File: src/rtl/rftl_pkg.sv
// Shared types and constants for the ring finger table lookup unit.
// No dependencies.
`default_nettype none

package rftl_pkg;

    localparam int ID_W   = 64;
    localparam int ADDR_W = 48;

    localparam logic [ID_W-1:0] ALL_ONES = '1;

    // action codes
    localparam logic [1:0] ACT_PRED   = 2'd0;
    localparam logic [1:0] ACT_SUCC   = 2'd1;
    localparam logic [1:0] ACT_INSERT = 2'd2;
    localparam logic [1:0] ACT_REMOVE = 2'd3;

    // configuration register indexes
    localparam logic [0:0] REG_SELF_ID   = 1'b0;
    localparam logic [0:0] REG_SELF_ADDR = 1'b1;

    typedef struct packed {
        logic [ID_W-1:0]   id;
        logic [ADDR_W-1:0] addr;
    } finger_t;

    typedef struct packed {
        logic shift;   // take neighbor's entry
        logic load;    // refill with self
    } cell_ctrl_t;

    typedef struct packed {
        logic clear;   // new item: reset best distance
        logic step;    // evaluate head entry this cycle
    } eval_ctrl_t;

endpackage

`default_nettype wire

File: src/rtl/rftl_cell.sv
// One finger entry of the rotating table.
// Depends on rftl_pkg.
`default_nettype none

module rftl_cell
    import rftl_pkg::*;
(
    input  wire logic       clk,
    input  wire logic       rst_n,
    input  wire cell_ctrl_t ctrl,
    input  wire finger_t    load_entry,
    input  wire finger_t    nbr_entry,
    output finger_t         entry
);

    finger_t entry_reg;
    finger_t entry_next;

    always_comb
    begin
        entry_next = entry_reg;
        if (ctrl.load)
        begin
            entry_next = load_entry;
        end
        else if (ctrl.shift)
        begin
            entry_next = nbr_entry;
        end
    end

    always_ff @(posedge clk or negedge rst_n)
    begin
        if (!rst_n)
        begin
            entry_reg <= '0;
        end
        else
        begin
            entry_reg <= entry_next;
        end
    end

    assign entry = entry_reg;

endmodule

`default_nettype wire

File: config.mk
export PLATFORM = sky130hd
export DESIGN_NAME = rftl_cell
export DESIGN_NICKNAME = d
export VERILOG_FILES = /design/src/rtl/rftl_pkg.sv /design/src/rtl/rftl_cell.sv
export SDC_FILE = /design/constraint.sdc
export NUM_CORES = 1
export LEC_CHECK = 0
export ABC_AREA = 0
export BUFFER_PORTS_ARGS = -buffer_cell sky130_fd_sc_hd__buf_2
export CAP_MARGIN = 20
export CORE_AREA = 2 2 132 134
export DETAILED_ROUTE_END_ITERATION = 8
export DIE_AREA = 0 0 134 136
export SLEW_MARGIN = 10
export SYNTH_ARGS = -nofsm -noshare
export SYNTH_HDL_FRONTEND = slang
export SYNTH_SLANG_ARGS = --single-unit
File: constraint.sdc
create_clock -name clk -period 0.8 [get_ports clk]
set_input_delay 0.08 -clock clk [delete_from_list [all_inputs] [get_ports clk]]
set_output_delay 0.08 -clock clk [all_outputs]
set_load 0.03 [all_outputs]
# Word-level counts from Yosys, hierarchy flattened
# Index checks and enable logic that the tools add are counted.
# totals
regBits	112
latch_bits	0
ram_bits	0
romBits	0
input_bits	228
mem_count	0
# op_classes
addsub	0
n_mul	0
n_div	0
order_cmp	0
n_eq_ne	0
shift	0
mux	2
bitwise	0
reduce_logical	1
# op_table
operator	n
2-to-1 mux 112 bit	2
nonzero test 2 bit	1

# Longest topological paths before layout
# Gate-level depths: netlist (run 1).
# logic_depth
depth_word	2
depth_mapped	5
depth_no_buf	2

# Worst setup path before layout (run 1)
# Ideal clock, no wire load.
# synth_path
path_kind	in2reg
startpoint	input port ctrl[1] (netlist bit)
endpoint	register entry_reg, in the netlist entry[100]
arrival_ns	0.722
required_ns	0.668
setup_slack_ns	-0.054
stages	5
n_path_buf	3
cell_sequence	buf_4 > buf_12 > buf_12 > mux2i_1 > o21ai_1
# synth_via
elab_chain_cells	1
# synth_rtl
item	line	source
from (decl)	rftl_cell.sv:10	input wire cell_ctrl_t ctrl,
nonzero test 2 bit (no source line)	-	
to (signal assigned)	rftl_cell.sv:40	entry_reg <= entry_next;
to (decl)	rftl_cell.sv:16	finger_t entry_reg;
# No other way between the ends.
# A chain may end at the register's enable or synchronous reset.

# Worst setup path after layout (run 1)
# layout_path
startpoint	register entry_reg, in the netlist entry[14]
endpoint	output port entry[14] (netlist bit)
# layout_lines
item	line	source
to (decl)	rftl_cell.sv:13	output finger_t entry
# No word-level cell between the ends.

==> results.md, run 1 <==
* Depth of the CTS H-tree at 3
* Area growth from synthesis to layout at 89.55%
* Antenna Cells at 0
* Final Cycle Share at 1.250
* Leakage at about 5 nW
* Die Ht at roughly 140 µm
* Layout cells sized above 1 at 0.4424
* GRT overflow at 0
* Unique masters post-synth at 9
* Critical Path RT at 0.72 ns
* Hold crit path type: input port to flip-flop
* First-pass GRT wire length at slightly below 30,000 µm
* Final hold vios at 0
* Clock buffer depth at 2
* Post-Syn Area at 5231 µm²
* Synthesized instance count at 486
* Clock share of power at 0.274
* Clk slew on worst S/H paths at approximately 0.080 ns
* Max Cap Viol at 0
* Setup skew after layout at 0 ns
* TritonCTS clock tree: done
* Drt pass-1 iters at 4
* Initial Util at 0.3100
* Slew HR at 0.8101
* Status: complete, but fails checks
* Die area at 18,220 µm²
* Drt first-iter violations at 213
* CP Data Arrival Time at 0.92 ns
* Commonest non-fill, non-tap cell in the layout: buf_2
* Peak supply drop at 946.2 µV
* CP Launch Type: flip-flop
* ANT nets after route at 0
* Combinational cell fraction of total power at 0.317
* Detailed placement HPWL at 11,930 µm
* Setup crit end kind: output pin
* Final instance count without filler cells at 1,224
* Crit-path cells: buf_6
* Routed wire length per instance at ~16 µm
* Clk Latency, worst-skew pair at 0.34 ns
* Place WS at -0.1691 ns
* PortBufs at 339
* Synth Area per Inst at 10.76 µm²
* Slowest-stage cell, CP: dfrtp_2
* Max Slew Vio Count at 0
* Flops & latches, synth at around 110
* Pint at 11.17 mW
* Yosys warnings at 0
* Placer congestion estimate at between 0.8 and 0.9
* Gr usage total at 0.2024
* Standard-cell row count at 48
* PD cells at 1637 nW/µm²
* Synthesized Nets at 714
* Top delay family on crit path: flip-flops
* Flop pwr share at 0.409
* Most frequent cells in the layout: buf_2 (224), dlygate4sd3_1 (143), buf_6 (120)
* Worst path max stage delay at 0.43 ns
* Placed Instances at 1,036
* Ports at 340
* Critical Path Fanout Max at 2
* DR DRC count at 0
* Failing checks: negative setup slack
* CTS Sinks at about 110
* Core region area at 16,880 µm²
* Fillers at 1,304
* CTS buffer count at 9
* Setup violations, final at between 100 and 150
* CP bufs+invs at 1
* FMAX at 1000 MHz
* Crit path time final at 1.000 ns
* Worst-Margin Slew at between 0.2 and 0.3 ns
* Drt via density at 4.563
* Die Width at 134 µm
* Critical path type: flip-flop to output pin
* Unrepaired setup endpoints after global routing: true
* Initial antenna violation count at 0
* Vias at 5,585
* Hold slack at ~0.011 ns
* Sw Share at 0.3121
* Pin count of the biggest net entering global routing at 51
* Number of global-route vias before repair at 5,865
* Seq/Total Area, Yosys at 0.5358
* Net switching power at 5.067 mW
* Max reg flops at 112
* Final layout net count at about 1,200
* Final WS setup at -0.2000 ns
* Post-Route WL at 19,410 µm
* Clk root buf: clkbuf_16
[metrics by stage]
stage	setup TNS, ns	total power [mW]	utilization	cell area, µm²
floorplan	-1.580	8.763	-	5280
CTS	-21.86	16.12	0.5769	9736
finish	-20.75	16.24	0.5876	9916
global route	-25.79	17.01	0.5876	9916
detailed placement	-12.19	10.28	0.4292	7243
global placement	-10.77	10.25	0.4292	7243
[per-layer routing]
| layer | vias to the layer above | global-route usage | part of all wire |
|---|---|---|---|
| met5 | - | 0 | 0 |
| met4 | 0 | 0.08511 | 0.029 |
| met3 | 38 | 0.04176 | 0.063 |
| met2 | 231 | 0.3561 | 0.51 |
| met1 | 2634 | 0.2408 | 0.40 |
| li1 | 2682 | - | - |
[power groups by stage]
stage	Sequential [mW]	Clock, mW	Combinational [mW]
after detailed placement	6.59	0	3.69
final	6.63	4.45	5.15
after floorplan	7.65	0	1.11
after global routing	6.69	4.84	5.47
after CTS	6.62	4.58	4.92
after global placement	6.60	0	3.64
[synthesized netlist by cell type]
| cell | instances | area, µm² |
|---|---|---|
| dfrtp_1 | 112 | 2803 |
| o21ai_1 | 80 | 400.4 |
| clkbuf_1 | 11 | 41.29 |
| buf_4 | 6 | 45.04 |
| nand2_1 | 112 | 420.4 |
| buf_12 | 9 | 180.2 |
| buf_2 | 12 | 60.06 |
| mux2i_1 | 112 | 1121 |
| o21ai_0 | 32 | 160.2 |
[kinds of logic after synthesis]
group                  count (synthesis)  share of synthesized area
AOI/OAI and AO/OA                    112                     0.1071
and+or+nand+nor                      112                    0.08036
DFF                                  112                     0.5358
muxes                                112                     0.2143
buffers and inverters                 38                    0.06242
[layout make-up]
cell class,count,area [µm²],area share
clock buffer,11,252.7,0.02549
clock inverter,5,40.04,0.004038
multi-input combinational,336,2110,0.2127
sequential,112,2843,0.2867
tap,225,281.5,0.02839
timing repair buffer,535,4389,0.4426
[worst paths after layout]
| kind | startpoint | to | slack, ns | depth (start not counted) |
|---|---|---|---|---|
| min | nbr_entry[24] | entry[24]$_DFFE_PN0P_ | 0.01 | 3 |
| max | entry[14]$_DFFE_PN0P_ | entry[14] | -0.20 | 1 |
| min in group asynchronous | rst_n | entry[77]$_DFFE_PN0P_ | 0.15 | 2 |
| max reg2reg | entry[73]$_DFFE_PN0P_ | entry[73]$_DFFE_PN0P_ | -0.10 | 3 |
| max in group asynchronous | rst_n | entry[27]$_DFFE_PN0P_ | 0.10 | 3 |
| min reg2reg | entry[94]$_DFFE_PN0P_ | entry[94]$_DFFE_PN0P_ | 0.58 | 2 |
[what timing repair did]
item / in CTS / in global routing
endpoints found under the setup margin: 112 / 139
endpoints found under the hold margin: 224 / 0
setup buffers: 9 / 21
hold buffers: 143 / 0
pin swaps: 0 / 6
resized for setup: 226 / 19
No activity file was read; power rests on OpenSTA's default activity.
==> inputs of run 2 (changes only) <==
--- a/config.mk
+++ b/config.mk
@@ -15,3 +15,4 @@
 export SYNTH_ARGS = -nofsm -noshare
 export SYNTH_HDL_FRONTEND = slang
 export SYNTH_SLANG_ARGS = --single-unit
+export TNS_END_PERCENT = 20
==> constraint.sdc (replaced) <==
create_clock -name clk -period 0.85 [get_ports clk]
set_input_delay 0.085 -clock clk [delete_from_list [all_inputs] [get_ports clk]]
set_output_delay 0.085 -clock clk [all_outputs]
set_load 0.03 [all_outputs]
==> results.md, run 2 (synthesized netlist as in run 1, its figures left out) <==
* Pin count of the biggest net entering global routing at 45 (-12%)
* Most frequent cells in the layout: buf_2 (224), dlygate4sd3_1 (133), buf_6 (114)
* Setup TNS at -14.12 ns (+6.633 ns)
* Slew HR at 0.8463 (+0.03619)
* Clk slew on worst S/H paths at 0.08 ns (about the same)
* Status: complete, but fails checks
* Critical path type: flip-flop to output pin
* Layout cells sized above 1 at 0.3994 (-0.04306)
* Ports at 340 (unchanged)
* Flop pwr share at 0.402 (-0.007)
* Drt first-iter violations at 292 (+37%)
* Total power at 15.49 mW (-4.6%)
* Sw Share at 0.3007 (-0.01145)
* Clock share of power at 0.300 (+0.026)
* Core region area at 16,880 µm² (unchanged)
* Final instance count without filler cells at 1,194 (-2.5%)
* Initial antenna violation count at 0 (unchanged)
* DR DRC count at 0 (unchanged)
* Antenna Cells at 0 (unchanged)
* Clk Latency, worst-skew pair at 0.34 ns (about the same)
* Peak supply drop at 1174 µV (+24%)
* Clk root buf: clkbuf_16
* Setup crit end kind: output pin
* Max Cap Viol at 0 (unchanged)
* CP Data Arrival Time at 0.94 ns (+0.02 ns)
* Final WS setup at -0.1708 ns (+0.02924 ns)
* Die area at 18,220 µm² (unchanged)
* Max reg flops at 112 (unchanged)
* Vias at 5,405 (-3.2%)
* Unrepaired setup endpoints after global routing: true
* Critical Path Fanout Max at 2 (unchanged)
* Depth of the CTS H-tree at 3 (unchanged)
* TritonCTS clock tree: done
* CTS buffer count at 9 (unchanged)
* Post-layout util at 0.5699 (-0.01765)
* Fin area at 9618 µm² (-3.0%)
* Area growth from synthesis to layout at 83.86%
* FMAX at 979.7 MHz
* PD cells at 1610 nW/µm² (-1.7%)
* Detailed placement HPWL at 11,870 µm (-0.50%)
* CTS Sinks at 112 (unchanged)
* Placed inst area at 7191 µm² (-0.73%)
* Net switching power at 4.656 mW (-8.1%)
* Drt via density at 4.527 (-0.79%)
* Die Ht at 136 µm (unchanged)
* Top delay family on crit path: flip-flops
* Hold crit path type: input port to flip-flop
* CP bufs+invs at 1 (unchanged)
* Worst path max stage delay at 0.43 ns (about the same)
* ANT nets after route at 0 (unchanged)
* Final layout net count at 1,192 (-2.5%)
* GRT overflow at 0 (unchanged)
* Commonest non-fill, non-tap cell in the layout: buf_2
* Final Cycle Share at 1.201
* Crit path time final at about 1.0 ns
* Max Slew Vio Count at 0 (unchanged)
* Slowest-stage cell, CP: dfrtp_1
* Number of global-route vias before repair at 5,624 (-4.1%)
* First-pass GRT wire length at 28,260 µm (-3.6%)
* Initial Util at 0.3100 (unchanged)
* Setup violations, final at 118 (-17%)
* Crit-path cells: buf_6
* Failing checks: negative setup slack
* PortBufs at 339 (unchanged)
* Critical Path RT at 0.76 ns (+0.04 ns)
* Standard-cell row count at 48 (unchanged)
* Clock buffer depth at 2 (unchanged)
* Post-Route WL at 18,440 µm (-5.0%)
* Worst-Margin Slew at 0.2242 ns (-0.06069 ns)
* Pint at 10.83 mW (-3.0%)
* Placer congestion estimate at 0.8446 (+1.7%)
* Setup skew after layout at 0 ns (unchanged)
* Gr usage total at 0.1972 (-0.005253)
* Final hold vios at 0 (unchanged)
* Leakage at 4.893 nW (-2.1%)
* Combinational cell fraction of total power at 0.298 (-0.019)
* Placed Instances at 1,036 (unchanged)
* Die Width at 134 µm (unchanged)
* CP Launch Type: flip-flop
* Routed wire length per instance at 15.44 µm (-2.6%)
* Drt pass-1 iters at 4 (unchanged)
[run 2: cell count changes in the layout (fill, tap and decap cells not counted), moves of 10 or more]
cell | previous run | this run
buf_4 | 38 | 25
dfrtp_1 | 80 | 112
dfrtp_2 | 32 | 0
dlygate4sd3_1 | 143 | 133
o21ai_0 | 19 | 30
o21ai_1 | 93 | 82
[run 2: final timing paths]
kind	endpoint	depth (start not counted)	start	slack (ns)
worst max-delay path	entry[38]	1	entry[38]$_DFFE_PN0P_	-0.17
worst min-delay path	entry[15]$_DFFE_PN0P_	3	nbr_entry[15]	0.02
worst max register to register	entry[38]$_DFFE_PN0P_	3	entry[38]$_DFFE_PN0P_	-0.05
worst min register to register	entry[89]$_DFFE_PN0P_	2	entry[89]$_DFFE_PN0P_	0.57
max in group asynchronous	entry[89]$_DFFE_PN0P_	3	rst_n	0.25
min in group asynchronous	entry[36]$_DFFE_PN0P_	2	rst_n	0.13
[run 2: through the flow]
stage	worst slack [ns]	hold WS [ns]
global placement	-0.08032	-0.02520
CTS	-0.1986	0.001041
global route	-0.2067	0.01229
floorplan	0.01723	-0.2106
finish	-0.1708	0.02038
detailed placement	-0.1192	-0.02629
[run 2: area by class of cell]
cell class              instances  area (µm²)
clock inverters                 4       77.57
fillers                      1356        7258
flip-flops and latches        112        2803
clock buffers                  12       246.5
well taps                     225       281.5
multi-input cells             336        2106
repair buffers                505        4104
[run 2: timing repair]
| action | CTS | global route |
|---|---|---|
| endpoints found under the setup margin | 112 | 116 |
| hold endpoints to repair | 223 | 0 |
| setup buffers | 4 | 5 |
| resized for setup | 224 | 3 |
| hold buffers | 133 | 0 |
| pin swaps | 0 | 1 |
[run 2: layer usage]
| layer | global-route usage | wire (µm) | vias up |
|---|---|---|---|
| li1 | - | - | 2623 |
| met1 | 0.2268 | 7155 | 2487 |
| met2 | 0.3507 | 9396 | 254 |
| met3 | 0.04698 | 1349 | 41 |
| met4 | 0.08452 | 536 | 0 |
| met5 | 0 | 0 | - |
[run 2: worst min-delay path, delay by kind of cell]
family	cells	cell delay [ns]
AO/OA/AOI/OAI	1	0.13
buffers and inverters	1	0.07
multiplexers	1	0.05
[run 2: power by group through the flow]
| stage | registers, mW | logic, mW | clock network, mW |
|---|---|---|---|
| 4_1_cts | 6.22 | 4.54 | 4.82 |
| 6_report | 6.23 | 4.61 | 4.65 |
| 5_1_grt | 6.28 | 4.91 | 5.03 |
| 2_1_floorplan | 7.17 | 1.04 | 0 |
| 3_3_place_gp | 6.20 | 3.42 | 0 |
| 3_5_place_dp | 6.19 | 3.46 | 0 |
==> inputs of run 3 (changes only) <==
--- a/config.mk
+++ b/config.mk
@@ -11,6 +11,7 @@
 export CORE_AREA = 2 2 132 134
 export DETAILED_ROUTE_END_ITERATION = 8
 export DIE_AREA = 0 0 134 136
+export PLACE_DENSITY = 0.61
 export SLEW_MARGIN = 10
 export SYNTH_ARGS = -nofsm -noshare
 export SYNTH_HDL_FRONTEND = slang
==> constraint.sdc (replaced) <==
create_clock -name clk -period 0.8 [get_ports clk]
set_input_delay 0.08 -clock clk [delete_from_list [all_inputs] [get_ports clk]]
set_output_delay 0.08 -clock clk [all_outputs]
set_load 0.03 [all_outputs]
==> results.md, run 3 (synthesized netlist as in run 1, its figures left out) <==
* Die Ht at 136 µm (unchanged)
* Most frequent cells in the layout: buf_2 (224), dlygate4sd3_1 (131), buf_6 (114)
* Ports at 340 (unchanged)
* Failing checks: negative setup slack
* Clock buffer depth at 2 (unchanged)
* R2R Path End: entry[8]$_DFFE_PN0P_
* ANT nets after route at 0 (unchanged)
* GRT overflow at 0 (unchanged)
* Clk slew on worst S/H paths at 0.08 ns (about the same)
* Final hold vios at 0 (unchanged)
* Status: complete, but fails checks
* Die area at 18,220 µm² (unchanged)
* Max reg flops at 112 (unchanged)
* Slew HR at 0.8166 (-0.02964)
* Setup TNS at -19.36 ns (-5.243 ns)
* FMAX at 1011 MHz
* CP bufs+invs at 1 (unchanged)
* Unrepaired setup endpoints after global routing: true
* Place WS at -0.1931 ns (-0.07385 ns)
* Standard-cell row count at 48 (unchanged)
* Critical Path Fanout Max at 2 (unchanged)
* Depth of the CTS H-tree at 3 (unchanged)
* Die Width at 134 µm (unchanged)
* Post-layout util at 0.5702 (about the same)
* Worst-Margin Slew at 0.2751 ns (+0.05088 ns)
* Routed wire length per instance at 15.51 µm (+0.46%)
* Pin count of the biggest net entering global routing at 59 (+31%)
* CP Data Arrival Time at 0.91 ns (-0.03 ns)
* Drt via density at 4.485 (-0.91%)
* Core region area at 16,880 µm² (unchanged)
* DR DRC count at 0 (unchanged)
* Final instance count without filler cells at 1,201 (+0.59%)
* Worst path max stage delay at 0.42 ns (about the same)
* Area growth from synthesis to layout at 83.95% (about the same)
* Clk Latency, worst-skew pair at 0.34 ns (about the same)
* Crit path time final at 0.9889 ns
* Hold Crit Start: nbr_entry[0]
* Slowest-stage cell, CP: dfrtp_1
* Leakage at 4.900 nW (+0.15%)
* Clk root buf: clkbuf_16
* Placed Instances at 1,040 (+0.39%)
* Gr usage total at 0.2015 (+0.004341)
* Initial Util at 0.3100 (unchanged)
* Detailed placement HPWL at 11,840 µm (-0.26%)
* Initial antenna violation count at 0 (unchanged)
* CTS buffer count at 9 (unchanged)
* Worst hold path stage count at 3 (unchanged)
* Vias at 5,387 (-0.33%)
* PD cells at 1653 nW/µm² (+2.7%)
* Final Cycle Share at 1.236
* Crit-path cells: buf_6
* TritonCTS clock tree: done
* Critical Path RT at 0.72 ns (-0.04 ns)
* Total power at 15.91 mW (+2.7%)
* Setup skew after layout at 0 ns (unchanged)
* Critical path type: flip-flop to output pin
* Final layout net count at 1,198 (+0.50%)
* Layout cells sized above 1 at 0.4082 (+0.008824)
* R2r startpoint: entry[8]$_DFFE_PN0P_
* Max Slew Vio Count at 0 (unchanged)
* PortBufs at 339 (unchanged)
* Hold Crit Endpoint: entry[0]$_DFFE_PN0P_
* Max Cap Viol at 0 (unchanged)
* CTS Sinks at 112 (unchanged)
* Commonest non-fill, non-tap cell in the layout: buf_2
* Placer congestion estimate at 0.7921 (-6.2%)
* Final WS setup at -0.1889 ns (-0.01812 ns)
* FF-to-FF setup slack at -0.13 ns (-0.08 ns)
* Drt first-iter violations at 199 (-32%)
* Drt pass-1 iters at 4 (unchanged)
* Setup violations, final at 125 (+5.9%)
* Peak supply drop at 1170 µV (-0.37%)
* Setup crit end kind: output pin
* Worst r2r path cells at 3 (unchanged)
* Hold crit path type: input port to flip-flop
* First-pass GRT wire length at 29,210 µm (+3.4%)
* CP Launch Type: flip-flop
* Top delay family on crit path: flip-flops
* Number of global-route vias before repair at 5,883 (+4.6%)
* Post-Route WL at 18,630 µm (+1.1%)
==> run 3: worst reg2reg max path, cell delays in order, from the launching register on <==
cell,delay [ns]
dfrtp_1,0.41
buf_4,0.15
mux2i_2,0.17
o21ai_1,0.09
==> run 3: area by class of cell <==
type | instances | area (µm²)
Fill cell | 1391 | 7253
Timing Repair Buffer | 511 | 4131
Sequential cell | 112 | 2803
Multi-Input combinational cell | 336 | 2122
Tap cell | 225 | 281.5
Clock buffer | 11 | 242.7
Clock inverter | 5 | 40.04
Antenna cell | 1 | 2.502
==> run 3: layer usage <==
metal / vias up / global-route usage / part of all wire
li1: 2636 / - / -
met1: 2449 / 0.2316 / 0.38
met2: 254 / 0.3556 / 0.51
met3: 48 / 0.04362 / 0.072
met4: 0 / 0.09988 / 0.040
met5: - / 0 / 0
==> run 3: repair_timing <==
action                                  CTS  global route
pin swaps                                 0             1
buffers inserted                          5             8
resized for setup                       225            12
hold buffers                            131             0
endpoints found under the hold margin   222             0
endpoints found under the setup margin  112           131
==> run 3: per-stage QoR <==
stage	hold WS, ns	instance area, µm²
floorplan	-0.2156	5239
global placement	-0.05893	7208
detailed placement	-0.05691	7208
CTS	0.0008435	9540
global route	0.01721	9620
finish	0.003716	9623
==> run 3: worst max-delay path by stage <==
stage / slack (ns) / endpoint / start / cells after the start
detailed placement: -0.19 / entry[79]$_DFFE_PN0P_ / ctrl[1] / 4
floorplan: -0.03 / entry[100]$_DFFE_PN0P_ / ctrl[1] / 5
finish: -0.19 / entry[13] / entry[13]$_DFFE_PN0P_ / 1
CTS: -0.21 / entry[42] / entry[42]$_DFFE_PN0P_ / 1
global route: -0.23 / entry[110] / entry[110]$_DFFE_PN0P_ / 1
global placement: -0.15 / entry[75]$_DFFE_PN0P_ / ctrl[1] / 4
==> run 3: power by group <==
group | internal (mW) | switching, mW | leakage [nW]
registers | 6.19 | 0.406 | 1.35
clock network | 2.23 | 2.11 | 0.140
logic | 2.50 | 2.47 | 3.41
total | 10.9 | 4.98 | 4.90
